<file path="src/utf8_to_utf16_decoder_defines.svh">
// ----------------------------------------------------------------------------
// utf8_to_utf16_decoder_defines.svh
// Assertion macros shared by the UTF-8 to UTF-16 decoder modules.
// ----------------------------------------------------------------------------
`ifndef UTF8_TO_UTF16_DECODER_DEFINES_SVH
`define UTF8_TO_UTF16_DECODER_DEFINES_SVH
`ifndef ASSERT_OFF
// Check a property on every rising edge while reset is low
`define U8U16_ASSERT(label, clk, rst, prop) \
  label: assert property (@(posedge clk) disable iff (rst) prop) \
    else $error("%m: assertion failed");
// Check that a signal keeps its value into the cycle after a condition
`define U8U16_ASSERT_HOLD(label, clk, rst, cond, sig) \
  label: assert property (@(posedge clk) disable iff (rst) cond |=> $stable(sig)) \
    else $error("%m: value did not hold");
`else
`define U8U16_ASSERT(label, clk, rst, prop)
`define U8U16_ASSERT_HOLD(label, clk, rst, cond, sig)
`endif
`endif

</file>
<file path="src/u8u16_pkg.sv">
// ----------------------------------------------------------------------------
// u8u16_pkg
// Word types and byte class codes shared by the decoder front and back.
// ----------------------------------------------------------------------------
package u8u16_pkg;

  // Input word: one UTF-8 byte and its end-of-stream mark
  typedef struct packed {
    logic [7:0] byte_in;
    logic       end_of_stream;
  } byte_word_t;

  // Output word: one UTF-16 unit
  typedef struct packed {
    logic [15:0] code_unit;
    logic        final_unit;
    logic        bom_found;
  } unit_word_t;

  // Byte class: number of continuation bytes a lead takes
  typedef logic [2:0] fol_t;

  localparam fol_t FOL_NONE  = 3'd0;
  localparam fol_t FOL_ONE   = 3'd1;
  localparam fol_t FOL_TWO   = 3'd2;
  localparam fol_t FOL_THREE = 3'd3;
  localparam fol_t FOL_FOUR  = 3'd4;
  localparam fol_t FOL_FIVE  = 3'd5;
  localparam fol_t FOL_STRAY = 3'd7;

  // Queue entry: classified byte
  typedef struct packed {
    logic [7:0] data;
    logic       eos;
    fol_t       fol;
  } q_entry_t;

  // Queue head as seen by the back engine
  typedef struct packed {
    logic     valid;
    q_entry_t entry;
  } q_head_t;

  // Byte order mark and surrogate constants
  localparam logic [7:0]  BOM_B0    = 8'hEF;
  localparam logic [7:0]  BOM_B1    = 8'hBB;
  localparam logic [7:0]  BOM_B2    = 8'hBF;
  localparam logic [15:0] SURR_HI   = 16'hD800;
  localparam logic [15:0] SURR_LO   = 16'hDC00;
  localparam logic [20:0] SUPP_BASE = 21'h10000;

endpackage

</file>
<file path="src/utf8_to_utf16_decoder.sv">
// ----------------------------------------------------------------------------
// utf8_to_utf16_decoder
// Streaming UTF-8 to UTF-16 transcoder: a classifying input queue feeds a
// decode engine with a registered unit output.
//
//   channel | valid      | stall      | word
//   --------+------------+------------+---------------------------------------
//   bytes   | byte_valid | byte_stall | byte_word: byte_in, end_of_stream
//   units   | unit_valid | unit_stall | unit_word: code_unit, final_unit,
//           |            |            |            bom_found
//
// The decode engine takes one byte per cycle while the output is free; a
// four-byte sequence holds it while it emits the low surrogate. At stream
// end it checks for an open sequence and replays the held bytes of each
// lead it drops, then emits the terminator.
// Each byte passes a queue slot and the decode engine; its unit is registered.
// Reset is synchronous; no clearing pass follows.
// A unit_stall with a unit waiting freezes the engine; the queue of
// QUEUE_DEPTH words keeps taking bytes until it fills.
// ----------------------------------------------------------------------------
module utf8_to_utf16_decoder #(
  parameter int QUEUE_DEPTH = 4
) (
  input  logic                   clk,
  input  logic                   rst,
  input  logic                   byte_valid,
  output logic                   byte_stall,
  input  u8u16_pkg::byte_word_t  byte_word,
  output logic                   unit_valid,
  input  logic                   unit_stall,
  output u8u16_pkg::unit_word_t  unit_word
);
  import u8u16_pkg::*;

  q_head_t head;
  logic    pop;

  // Accept and classify
  u8u16_front #(
    .DEPTH (QUEUE_DEPTH)
  ) u_front (
    .clk        (clk),
    .rst        (rst),
    .byte_valid (byte_valid),
    .byte_stall (byte_stall),
    .byte_word  (byte_word),
    .head       (head),
    .pop        (pop)
  );

  // Decode and emit
  u8u16_back u_back (
    .clk        (clk),
    .rst        (rst),
    .head       (head),
    .pop        (pop),
    .unit_valid (unit_valid),
    .unit_stall (unit_stall),
    .unit_word  (unit_word)
  );

endmodule

</file>
<file path="src/u8u16_front.sv">
// ----------------------------------------------------------------------------
// u8u16_front
// Accepts UTF-8 bytes, classifies each one and holds it in a short queue.
// ----------------------------------------------------------------------------
`include "utf8_to_utf16_decoder_defines.svh"

module u8u16_front #(
  parameter int DEPTH = 4
) (
  input  logic                   clk,
  input  logic                   rst,
  input  logic                   byte_valid,
  output logic                   byte_stall,
  input  u8u16_pkg::byte_word_t  byte_word,
  output u8u16_pkg::q_head_t     head,
  input  logic                   pop
);
  import u8u16_pkg::*;

  localparam int PTR_W = (DEPTH > 1) ? $clog2(DEPTH) : 1;
  localparam int CNT_W = $clog2(DEPTH + 1);

  q_entry_t           slots [DEPTH];
  logic [PTR_W-1:0]   wr_ptr;
  logic [PTR_W-1:0]   rd_ptr;
  logic [CNT_W-1:0]   cnt;
  logic [CNT_W-1:0]   cnt_next;
  logic               push;

  // Sort a byte by the number of continuation bytes it opens
  function automatic fol_t classify(input logic [7:0] b);
    fol_t f;
    priority if (b[7] == 1'b0)          f = FOL_NONE;
    else if (b[7:5] == 3'b110)          f = FOL_ONE;
    else if (b[7:4] == 4'b1110)         f = FOL_TWO;
    else if (b[7:3] == 5'b11110)        f = FOL_THREE;
    else if (b[7:2] == 6'b111110)       f = FOL_FOUR;
    else if (b[7:1] == 7'b1111110)      f = FOL_FIVE;
    else                                f = FOL_STRAY;
    return f;
  endfunction

  // Advance a pointer with wrap at the queue depth
  function automatic logic [PTR_W-1:0] ptr_inc(input logic [PTR_W-1:0] p);
    return (p == PTR_W'(DEPTH - 1)) ? '0 : p + PTR_W'(1);
  endfunction

  // Take a word while a slot is free
  assign byte_stall = (cnt == CNT_W'(DEPTH));
  assign push       = byte_valid && !byte_stall;

  // Present the oldest word
  assign head.valid = (cnt != '0);
  assign head.entry = slots[rd_ptr];

  // Track fill level
  always_comb begin
    unique case ({push, pop})
      2'b10:   cnt_next = cnt + CNT_W'(1);
      2'b01:   cnt_next = cnt - CNT_W'(1);
      default: cnt_next = cnt;
    endcase
  end

  // Advance pointers
  always_ff @(posedge clk) begin
    if (rst) begin
      wr_ptr <= '0;
      rd_ptr <= '0;
      cnt    <= '0;
    end else begin
      if (push) wr_ptr <= ptr_inc(wr_ptr);
      if (pop)  rd_ptr <= ptr_inc(rd_ptr);
      cnt <= cnt_next;
    end
  end

  // Store the classified word
  always_ff @(posedge clk) begin
    if (push) begin
      slots[wr_ptr] <= '{data: byte_word.byte_in,
                         eos:  byte_word.end_of_stream,
                         fol:  classify(byte_word.byte_in)};
    end
  end

  `U8U16_ASSERT(a_pop_needs_word, clk, rst, pop |-> head.valid)
  `U8U16_ASSERT(a_empty_ptrs_meet, clk, rst, (cnt == '0) |-> (wr_ptr == rd_ptr))
  `U8U16_ASSERT(a_fill_steps_up, clk, rst, (push && !pop) |=> (cnt == $past(cnt) + CNT_W'(1)))

endmodule

</file>
<file path="src/u8u16_back.sv">
// ----------------------------------------------------------------------------
// u8u16_back
// Decodes classified bytes into UTF-16 units, replays held bytes at stream
// end, and drives the registered unit output.
// ----------------------------------------------------------------------------
`include "utf8_to_utf16_decoder_defines.svh"

module u8u16_back (
  input  logic                   clk,
  input  logic                   rst,
  input  u8u16_pkg::q_head_t     head,
  output logic                   pop,
  output logic                   unit_valid,
  input  logic                   unit_stall,
  output u8u16_pkg::unit_word_t  unit_word
);
  import u8u16_pkg::*;

  // Engine states
  localparam logic [2:0] ST_RUN    = 3'd0;
  localparam logic [2:0] ST_LOW    = 3'd1;
  localparam logic [2:0] ST_ROUND  = 3'd2;
  localparam logic [2:0] ST_REPLAY = 3'd3;
  localparam logic [2:0] ST_TERM   = 3'd4;

  typedef struct packed {
    logic [7:0] data;
    fol_t       fol;
  } held_t;

  logic [2:0]  state, state_next;
  logic [2:0]  ret_state, ret_next;
  logic [7:0]  lead, lead_next;
  fol_t        lcls, lcls_next;
  logic [2:0]  need, need_next;
  logic [2:0]  hc, hc_next;
  logic        at_start, start_next;
  logic        bom_flag, bom_next;
  logic [9:0]  low_bits, low_next;
  logic [2:0]  rp_idx, rp_idx_next;
  logic [2:0]  rp_cnt, rp_cnt_next;
  held_t       held [4];

  logic        can_emit;
  logic        emit;
  unit_word_t  emit_word;
  logic        take_push;
  logic [2:0]  cont_state;
  logic        held_we;

  // Byte under decode
  logic [7:0]  src_data;
  fol_t        src_fol;

  // Outcome of decoding one byte
  logic        p_emit;
  logic [15:0] p_code;
  logic        p_pair;
  logic [9:0]  p_low;
  logic [7:0]  p_lead;
  fol_t        p_lcls;
  logic [2:0]  p_need;
  logic [2:0]  p_hc;
  logic        p_start;
  logic        p_bom;
  logic        p_we;
  logic [5:0]  t_bits, h0_bits, h1_bits;
  logic [20:0] supp;
  logic        is_bom;

  assign can_emit = !unit_valid || !unit_stall;

  // Pick the queue head in normal flow, a held byte during replay
  always_comb begin
    if (state == ST_REPLAY) begin
      src_data = held[rp_idx[1:0]].data;
      src_fol  = held[rp_idx[1:0]].fol;
    end else begin
      src_data = head.entry.data;
      src_fol  = head.entry.fol;
    end
  end

  assign t_bits  = src_data[5:0];
  assign h0_bits = held[0].data[5:0];
  assign h1_bits = held[1].data[5:0];
  assign supp    = {lead[2:0], h0_bits, h1_bits, t_bits} - SUPP_BASE;
  assign is_bom  = at_start && (lead == BOM_B0) && (held[0].data == BOM_B1)
                   && (src_data == BOM_B2);

  // Decode one byte against the open sequence
  always_comb begin
    p_emit  = 1'b0;
    p_code  = '0;
    p_pair  = 1'b0;
    p_low   = low_bits;
    p_lead  = lead;
    p_lcls  = lcls;
    p_need  = need;
    p_hc    = hc;
    p_start = at_start;
    p_bom   = bom_flag;
    p_we    = 1'b0;
    if (need == 3'd0) begin
      if (src_fol == FOL_NONE) begin
        p_emit  = 1'b1;
        p_code  = {8'h00, src_data};
        p_start = 1'b0;
      end else if (src_fol == FOL_STRAY) begin
        p_start = 1'b0;
      end else begin
        p_lead = src_data;
        p_lcls = src_fol;
        p_need = src_fol;
        p_hc   = '0;
      end
    end else if (need == 3'd1) begin
      // Close the sequence; four- and five-follower leads vanish here
      unique case (lcls)
        FOL_ONE: begin
          p_emit = 1'b1;
          p_code = {5'b00000, lead[4:0], t_bits};
        end
        FOL_TWO: begin
          if (is_bom) begin
            p_bom = 1'b1;
          end else begin
            p_emit = 1'b1;
            p_code = {lead[3:0], h0_bits, t_bits};
          end
        end
        FOL_THREE: begin
          p_emit = 1'b1;
          p_code = SURR_HI | {6'b000000, supp[19:10]};
          p_pair = 1'b1;
          p_low  = supp[9:0];
        end
        default: ;
      endcase
      p_start = 1'b0;
      p_lead  = '0;
      p_need  = '0;
      p_hc    = '0;
    end else begin
      // Hold a continuation byte
      if (!hc[2]) begin
        p_we = 1'b1;
        p_hc = hc + 3'd1;
      end
      p_need = need - 3'd1;
    end
  end

  // Sequence the engine
  always_comb begin
    state_next  = state;
    ret_next    = ret_state;
    lead_next   = lead;
    lcls_next   = lcls;
    need_next   = need;
    hc_next     = hc;
    start_next  = at_start;
    bom_next    = bom_flag;
    low_next    = low_bits;
    rp_idx_next = rp_idx;
    rp_cnt_next = rp_cnt;
    take_push   = 1'b0;
    cont_state  = ST_RUN;
    emit        = 1'b0;
    emit_word   = '{code_unit: '0, final_unit: 1'b0, bom_found: bom_flag};
    pop         = 1'b0;

    unique case (state)
      ST_RUN: begin
        if (head.valid && can_emit) begin
          take_push  = 1'b1;
          pop        = 1'b1;
          cont_state = head.entry.eos ? ST_ROUND : ST_RUN;
        end
      end
      ST_REPLAY: begin
        if (rp_idx == rp_cnt) begin
          state_next = ST_ROUND;
        end else if (can_emit) begin
          take_push   = 1'b1;
          cont_state  = ST_REPLAY;
          rp_idx_next = rp_idx + 3'd1;
        end
      end
      ST_ROUND: begin
        // Drop an open lead and replay what it held, or go on to the terminator
        if (need != 3'd0) begin
          rp_cnt_next = hc;
          rp_idx_next = '0;
          need_next   = '0;
          hc_next     = '0;
          lead_next   = '0;
          start_next  = 1'b0;
          state_next  = ST_REPLAY;
        end else begin
          state_next = ST_TERM;
        end
      end
      ST_LOW: begin
        if (can_emit) begin
          emit                = 1'b1;
          emit_word.code_unit = SURR_LO | {6'b000000, low_bits};
          state_next          = ret_state;
        end
      end
      ST_TERM: begin
        // Close the stream and return to the start-of-stream state
        if (can_emit) begin
          emit                 = 1'b1;
          emit_word.final_unit = 1'b1;
          lead_next            = '0;
          lcls_next            = FOL_NONE;
          need_next            = '0;
          hc_next              = '0;
          start_next           = 1'b1;
          bom_next             = 1'b0;
          state_next           = ST_RUN;
        end
      end
      default: state_next = ST_RUN;
    endcase

    if (take_push) begin
      lead_next           = p_lead;
      lcls_next           = p_lcls;
      need_next           = p_need;
      hc_next             = p_hc;
      start_next          = p_start;
      bom_next            = p_bom;
      low_next            = p_low;
      emit                = p_emit;
      emit_word.code_unit = p_code;
      ret_next            = cont_state;
      state_next          = p_pair ? ST_LOW : cont_state;
    end
  end

  assign held_we = take_push && p_we;

  // Engine state
  always_ff @(posedge clk) begin
    if (rst) begin
      state     <= ST_RUN;
      ret_state <= ST_RUN;
      lead      <= '0;
      lcls      <= FOL_NONE;
      need      <= '0;
      hc        <= '0;
      at_start  <= 1'b1;
      bom_flag  <= 1'b0;
      rp_idx    <= '0;
      rp_cnt    <= '0;
    end else begin
      state     <= state_next;
      ret_state <= ret_next;
      lead      <= lead_next;
      lcls      <= lcls_next;
      need      <= need_next;
      hc        <= hc_next;
      at_start  <= start_next;
      bom_flag  <= bom_next;
      rp_idx    <= rp_idx_next;
      rp_cnt    <= rp_cnt_next;
    end
  end

  // Pending low surrogate and held bytes
  always_ff @(posedge clk) begin
    low_bits <= low_next;
    if (held_we) held[hc[1:0]] <= '{data: src_data, fol: src_fol};
  end

  // Output register: load on emit, drop once taken
  always_ff @(posedge clk) begin
    if (rst) begin
      unit_valid <= 1'b0;
    end else if (emit) begin
      unit_valid <= 1'b1;
    end else if (!unit_stall) begin
      unit_valid <= 1'b0;
    end
  end

  always_ff @(posedge clk) begin
    if (emit) unit_word <= emit_word;
  end

  `U8U16_ASSERT(a_idle_holds_none, clk, rst, (need == 3'd0) |-> (hc == 3'd0))
  `U8U16_ASSERT(a_held_plus_need, clk, rst, (need != 3'd0) |-> ((4'(hc) + 4'(need)) == 4'(lcls)))
  `U8U16_ASSERT(a_term_restarts, clk, rst, (state == ST_TERM && can_emit) |=> (state == ST_RUN && at_start && !bom_flag))

endmodule

</file>
<file path="config.mk">
export PLATFORM = sky130hd
export DESIGN_NAME = utf8_to_utf16_decoder
export DESIGN_NICKNAME = d
export VERILOG_FILES = /design/src/u8u16_pkg.sv /design/src/utf8_to_utf16_decoder.sv /design/src/u8u16_front.sv /design/src/u8u16_back.sv
export VERILOG_INCLUDE_DIRS = /design/src /design/src/src
export SDC_FILE = /design/constraint.sdc
export NUM_CORES = 1
export LEC_CHECK = 0
export ABC_AREA = 1
export BUFFER_PORTS_ARGS = -buffer_cell sky130_fd_sc_hd__buf_2
export CAP_MARGIN = 30
export CELL_PAD_IN_SITES_DETAIL_PLACEMENT = 1
export CELL_PAD_IN_SITES_GLOBAL_PLACEMENT = 2
export CORE_MARGIN = 2
export CORE_UTILIZATION = 36
export DETAILED_ROUTE_END_ITERATION = 10
export PLACE_DENSITY = 0.77
export SLEW_MARGIN = 20
export SYNTH_ARGS = -nofsm -noshare
export SYNTH_HDL_FRONTEND = slang
export SYNTH_SLANG_ARGS = --single-unit
</file>
<file path="constraint.sdc">
create_clock -name clk -period 2.4 [get_ports clk]
set_input_delay 0.72 -clock clk [delete_from_list [all_inputs] [get_ports clk]]
set_output_delay 0.72 -clock clk [all_outputs]
set_load 0.02 [all_outputs]
</file>
# --- Yosys cells after proc, flatten, opt, wreduce, memory -nomap -nowiden ---
# Memories as Yosys holds them, arrays and structs flattened. A register that Yosys moved wholly into a read port is not among the register bits.
# Cells that the tools add are included.
totals:
  ff_bits: 67
  ramBits: 92
  inputBits: 13
  out_inout_bits: 20
  word_cells: 208
  n_memories: 2
classes:
  addsub: 8
  n_eq_ne: 44
  mux: 102
  bitwise: 1
  reduce_logical: 32
mem_list:
  columns: ["memory", "words", "word_bits", "read_ports", "rd_clocked_by_memory_dff", "wr", "line_no", "source"]
  rows:
  - ["u_front.slots", 4, 12, 1, 1, 1, "u8u16_front.sv:23", "q_entry_t slots [DEPTH];"]
  - ["u_back.held", 4, 11, 3, 1, 1, "u8u16_back.sv:42", "held_t held [4];"]
op_table:
  columns: ["operator", "count"]
  rows:
  - ["$mux 16", 6]
  - ["$mux 3", 32]
  - ["$mux 8", 9]
  - ["$pmux 16 s3", 1]
  - ["$mux 1", 36]
  - ["$eq 8x8->1 const B", 3]
  - ["$pmux 3 s2", 4]
  - ["$sub 20x17->20 const B", 1]
  - ["$mux 2", 9]
  - ["$reduce_and 6->1", 3]
  - ["$ne 2x2->1 const B", 8]
  - ["$pmux 8 s2", 1]
  - ["$pmux 3 s5", 1]
  - ["$reduce_and 5->1", 3]
  - ["$eq 3x2->1 const B", 4]
  - ["$eq 3x3->1 const B", 4]
  - ["$reduce_and 4->1", 3]
  - ["$add 3x1->3 const B", 3]
  - ["$eq 3x1->1 const B", 3]
  - ["$logic_not 3->1", 3]
  - ["$ne 3x1->1 const B", 3]
  - ["$ne 3x3->1 const B", 3]
  - ["$reduce_bool 3->1", 3]
  - ["$ne 2x1->1 const B", 4]
  - ["19 further kinds", 37]

# --- Depth between registers and ports, before layout ---
depth:
  depth_word: 10
  depth_mapped: 16
  depth_no_buf: 14

# --- Cells and area by module ---
# Synthesis repeated with hierarchy kept, for this count alone.
unflattened:
  cells_unflattened: 760
  hier_area_um2: 7349.5
by_module_without_submodules:
  columns: ["mod", "n_inst", "cells_per_inst", "area_each_um2", "seq_area_each_um2"]
  rows:
  - ["u8u16_back", 1, 565, 5031.1, 2822.7]
  - ["u8u16_front", 1, 195, 2318.5, 1621.6]

# --- Worst setup path before layout ---
# OpenSTA, ideal clock, no wires.
synth_timing:
  kind: "in2reg"
  startpoint: "input port unit_stall"
  endpoint: "register u_front.cnt[2]"
  setup_ns: 0.122
  t_arrival_ns: 2.269
  required_time_ns: 2.278
  slack_ns: 0.009
  path_stages: 10
  n_path_buf: 0
  cell_sequence: "nand2_1 -> nand3_1 -> inv_1 -> ha_1 -> inv_1 -> fa_1 -> a21oi_1 -> o21ai_0 -> o21ai_0 -> a21oi_1"
synth_via:
  elab_chain_cells: 7
  elab_cells_between_ends: 9
  classes_between: "eq/ne (2); mux (3); reduce/logical (4)"
synth_lines:
  columns: ["item", "line_no", "source"]
  rows:
  - ["from (decl)", "utf8_to_utf16_decoder.sv:30", "input logic unit_stall,"]
  - ["$logic_not 1->1 *", "u8u16_back.sv:71", "assign can_emit = !unit_valid || !unit_stall;"]
  - ["$logic_or 1x1->1 *", "u8u16_back.sv:71", null]
  - ["$logic_and 1x1->1 *", "u8u16_back.sv:175", "if (head.valid && can_emit) begin"]
  - ["$mux 1 *", "u8u16_back.sv:175", null]
  - ["$mux 1 *", "u8u16_back.sv:173", "unique case (state)"]
  - ["net pop", "utf8_to_utf16_decoder.sv:36", "logic pop;"]
  - ["$eq 2x1->1 or $eq 2x2->1 (tied branches)", "u8u16_front.sv:58", "unique case ({push, pop})"]
  - ["$pmux 3 s2 or $reduce_bool 2->1 (tied branches)", null, null]
  - ["to (signal assigned)", "u8u16_front.sv:74", "cnt <= cnt_next;"]
  - ["to (decl)", "u8u16_front.sv:26", "logic [CNT_W-1:0] cnt;"]
# Mark *: on every way through the listed nets, which the timed path passes. The rest lies on a longest branch.
# A chain may end at the register's enable or synchronous reset.

==> impl_metrics.csv <==
group,metric,value,unit
routing,vias,5659,
routing,via_per_inst,4.883,
timing,tightest_slew,0.6484,ns
routing,first_pass_iters,4,
global_route,grt_max_degree,29,
timing,period_share,91.99,%
cells_and_area,drive_gt1_share,16.63,%
cells_and_area,utilization,42.41,%
placement,post-dp-hpwl,14.64,mm
floorplan,dieArea,22310,sq um
routing,drc_errors,0,
floorplan,core,20890,sq um
timing,rsz0062_at_grt,"false",
floorplan,die_w,149.4,microns
timing,fin_crit,2.208,ns
hold_path,hold_class,"reg -> reg",
cts,htree_levels,4,
power,power.leakage,3.725,nW
routing,wire_per_inst,16.82,microns
timing,finalHoldViolations,0,
global_route,grt_overflow_total,0,
yosys,synthMuxAreaShare,0,%
setup_path,cp-end-kind,"flip-flop",
routing,drt_iter0_markers,272,
floorplan,rows,53,
cells_and_area,n_antenna_cell,0,
yosys,syn_avg_cell_area,9.508,sq um
cts,clockBufferDepth,2,
timing,maxSlewViolCount,0,
yosys,synth_cell_types,43,
setup_path,crit_required,2.59,ns
cells_and_area,area_growth,16.47,%
placement,io_buffers,32,
cells_and_area,mostFrequentLayoutCell,"nand2_1",
status,status,"complete, no violations",
cells_and_area,most-common-layout-cells,"225 x nand2_1, 120 x edfxtp_1, 98 x inv_1",
routing,dr_wl_met3,557,microns
yosys,yosysTopAreaCellShare,47.38,%
global_route,grt_pass1_wl,31.33,mm
setup_path,startpoint_type,"flip-flop",
yosys,synth_fa_ha_area_share,2.895,%
global_route,antenna_found_initial,0,
global_route,first_global_vias,5905,
timing,clock_skew,0.01378,ns
power,p_per_area,1215,nW/um^2
timing,max_slew_margin,56.62,%
setup_path,cp.arrival,2.40,ns
floorplan,start_util,36.41,%
global_route,track_usage,18.41,%
timing,setup_viol,0,
routing,wl_met1,8.803,mm
cts,cts_buffers,17,
yosys,yosys.area_share.simple,23.15,%
cts,clock_latency,0.43,ns
floorplan,die_h,149.4,microns
yosys,synth_seq_cells,162,
placement,placedInstanceArea,8258,sq um
routing,wl_met2,9.780,mm
cts,tritoncts,"yes",
yosys,synthCells,800,
timing,fmax,452.9,MHz
power,vdd_drop_max,509.6,uV
yosys,syn-num-nets,830,
yosys,yosysSeqAreaShare,58.43,%
routing,wirelength,19.50,mm
placement,gp_congestion,0.8047,
setup_path,crit_type,"reg -> reg",
yosys,synth_top_area_cell,"edfxtp_1",
yosys,synth_top_family_by_area,"simple AND/OR/NAND/NOR gates",
cells_and_area,design_area,8859,sq um
yosys,synth_compound_area_share,7.435,%
cts,root_buffer,"clkbuf_16",
setup_path,critPathMaxFanout,18,
routing,maxUsedRoutingLayer,"met4",
yosys,synth_warnings,0,
yosys,synth_xor_area_share,0.4606,%
yosys,synth_area,7606,sq um
cts,cts_sinks,162,
yosys,ys_top_cells_by_area,"edfxtp_1 47%, nand2_1 11%, dfxtp_1 11%, inv_1 4.8%, nand3_1 4.1%",
routing,ant_nets,0,
cts,path_clk_slew,0.07,ns
cells_and_area,nets,901,
floorplan,ios,33,
job,maxCapViolations,0,
==> stage by stage <==
stage                     instances  worst slack (ns)   TNS, ns  hold WS, ns  total power (W)
after floorplan                 800          0.008786         0       0.4086         0.006697
after global placement         1124          -0.02500  -0.02500       0.4211         0.008046
after detailed placement       1124          -0.02499  -0.02499       0.4329         0.008174
after CTS                      1156            0.1015         0       0.4470          0.01086
after global routing           1159          0.002992         0       0.4476          0.01152
final                          1159            0.1922         0       0.4431          0.01076
==> cell usage after synthesis, drive strengths merged <==
master   number
o211a         1
a2bb2oi       1
a211oi        1
nand3        72
o211ai       11
edfxtp      120
nand4        12
inv         103
xnor2         4
a21oi        40
dfxtp        42
fa            1
o21a          1
clkbuf        7
clkinv        1
buf          16
o22ai         4
nor3          3
or2           3
o21ai        34
ha           16
a31oi         2
nand2       238
nor2         66
a32o          1
==> routing by layer <==
metal  GRT usage, %  up-vias
met5              0        -
li1               -     2791
met2          31.74       90
met1          23.52     2751
met4          5.333        0
met3          3.547       27
==> report_power, final <==
part	switching (W)	total, W	internal (W)
Sequential	0.000241	0.00395	0.00371
Combinational	0.00278	0.00414	0.00136
Clock	0.00121	0.00267	0.00146
==> worst max-delay path, stage by stage (launching register included) <==
cell,delay [ns]
dfxtp_1,0.34
inv_2,0.14
buf_4,0.18
nand2_1,0.06
nand3_1,0.07
nand3_1,0.17
nand2_2,0.12
nand2_1,0.06
nor2_1,0.11
nand3_2,0.15
nand2_4,0.17
nand2_2,0.06
nand2_2,0.06
nand2_1,0.09
buf_12,0.17
==> sequential cells by signal (all words and copies together) (netlist names), 8 cells and up, named ones only <==
| register | cells |
|---|---|
| u_back.unit_word | 18 |
| u_back.low_bits | 10 |
| u_back.held | 44 |
| u_back.lead | 8 |
| u_front.slots | 48 |
==> path summary, 6_finish.rpt <==
check                  start             endpoint  slack (ns)  depth (start not counted)
max                flip-flop  u_back.unit_word[7]        0.19                         14
max reg2reg        flip-flop  u_back.unit_word[7]        0.19                         14
min reg2reg  u_back.bom_flag  u_back.unit_word[0]        0.44                          0
min          u_back.bom_flag  u_back.unit_word[0]        0.44                          0
==> kinds of logic after synthesis <==
group | count (synthesis)
xor+xnor | 4
fa+ha+maj | 17
simple gates | 394
flops | 162
compound gates | 96
buf+inv | 127
==> area by class of cell <==
type	count	area, sq um
Inverter	104	402.9
Fill cell	2377	12030
Tap cell	275	344.1
Multi-Input combinational cell	511	2586
Timing Repair Buffer	75	511.7
Clock inverter	14	140.1
Sequential cell	162	4444
Clock buffer	18	429.2
==> repair_timing <==
item | 4_1_cts | 5_1_grt
setup buffers | 0 | 3
gates resized for setup | 0 | 3
hold buffers | 0 | 0
setup endpoints to repair | 0 | 24
Power figures use the tool's default switching activity.
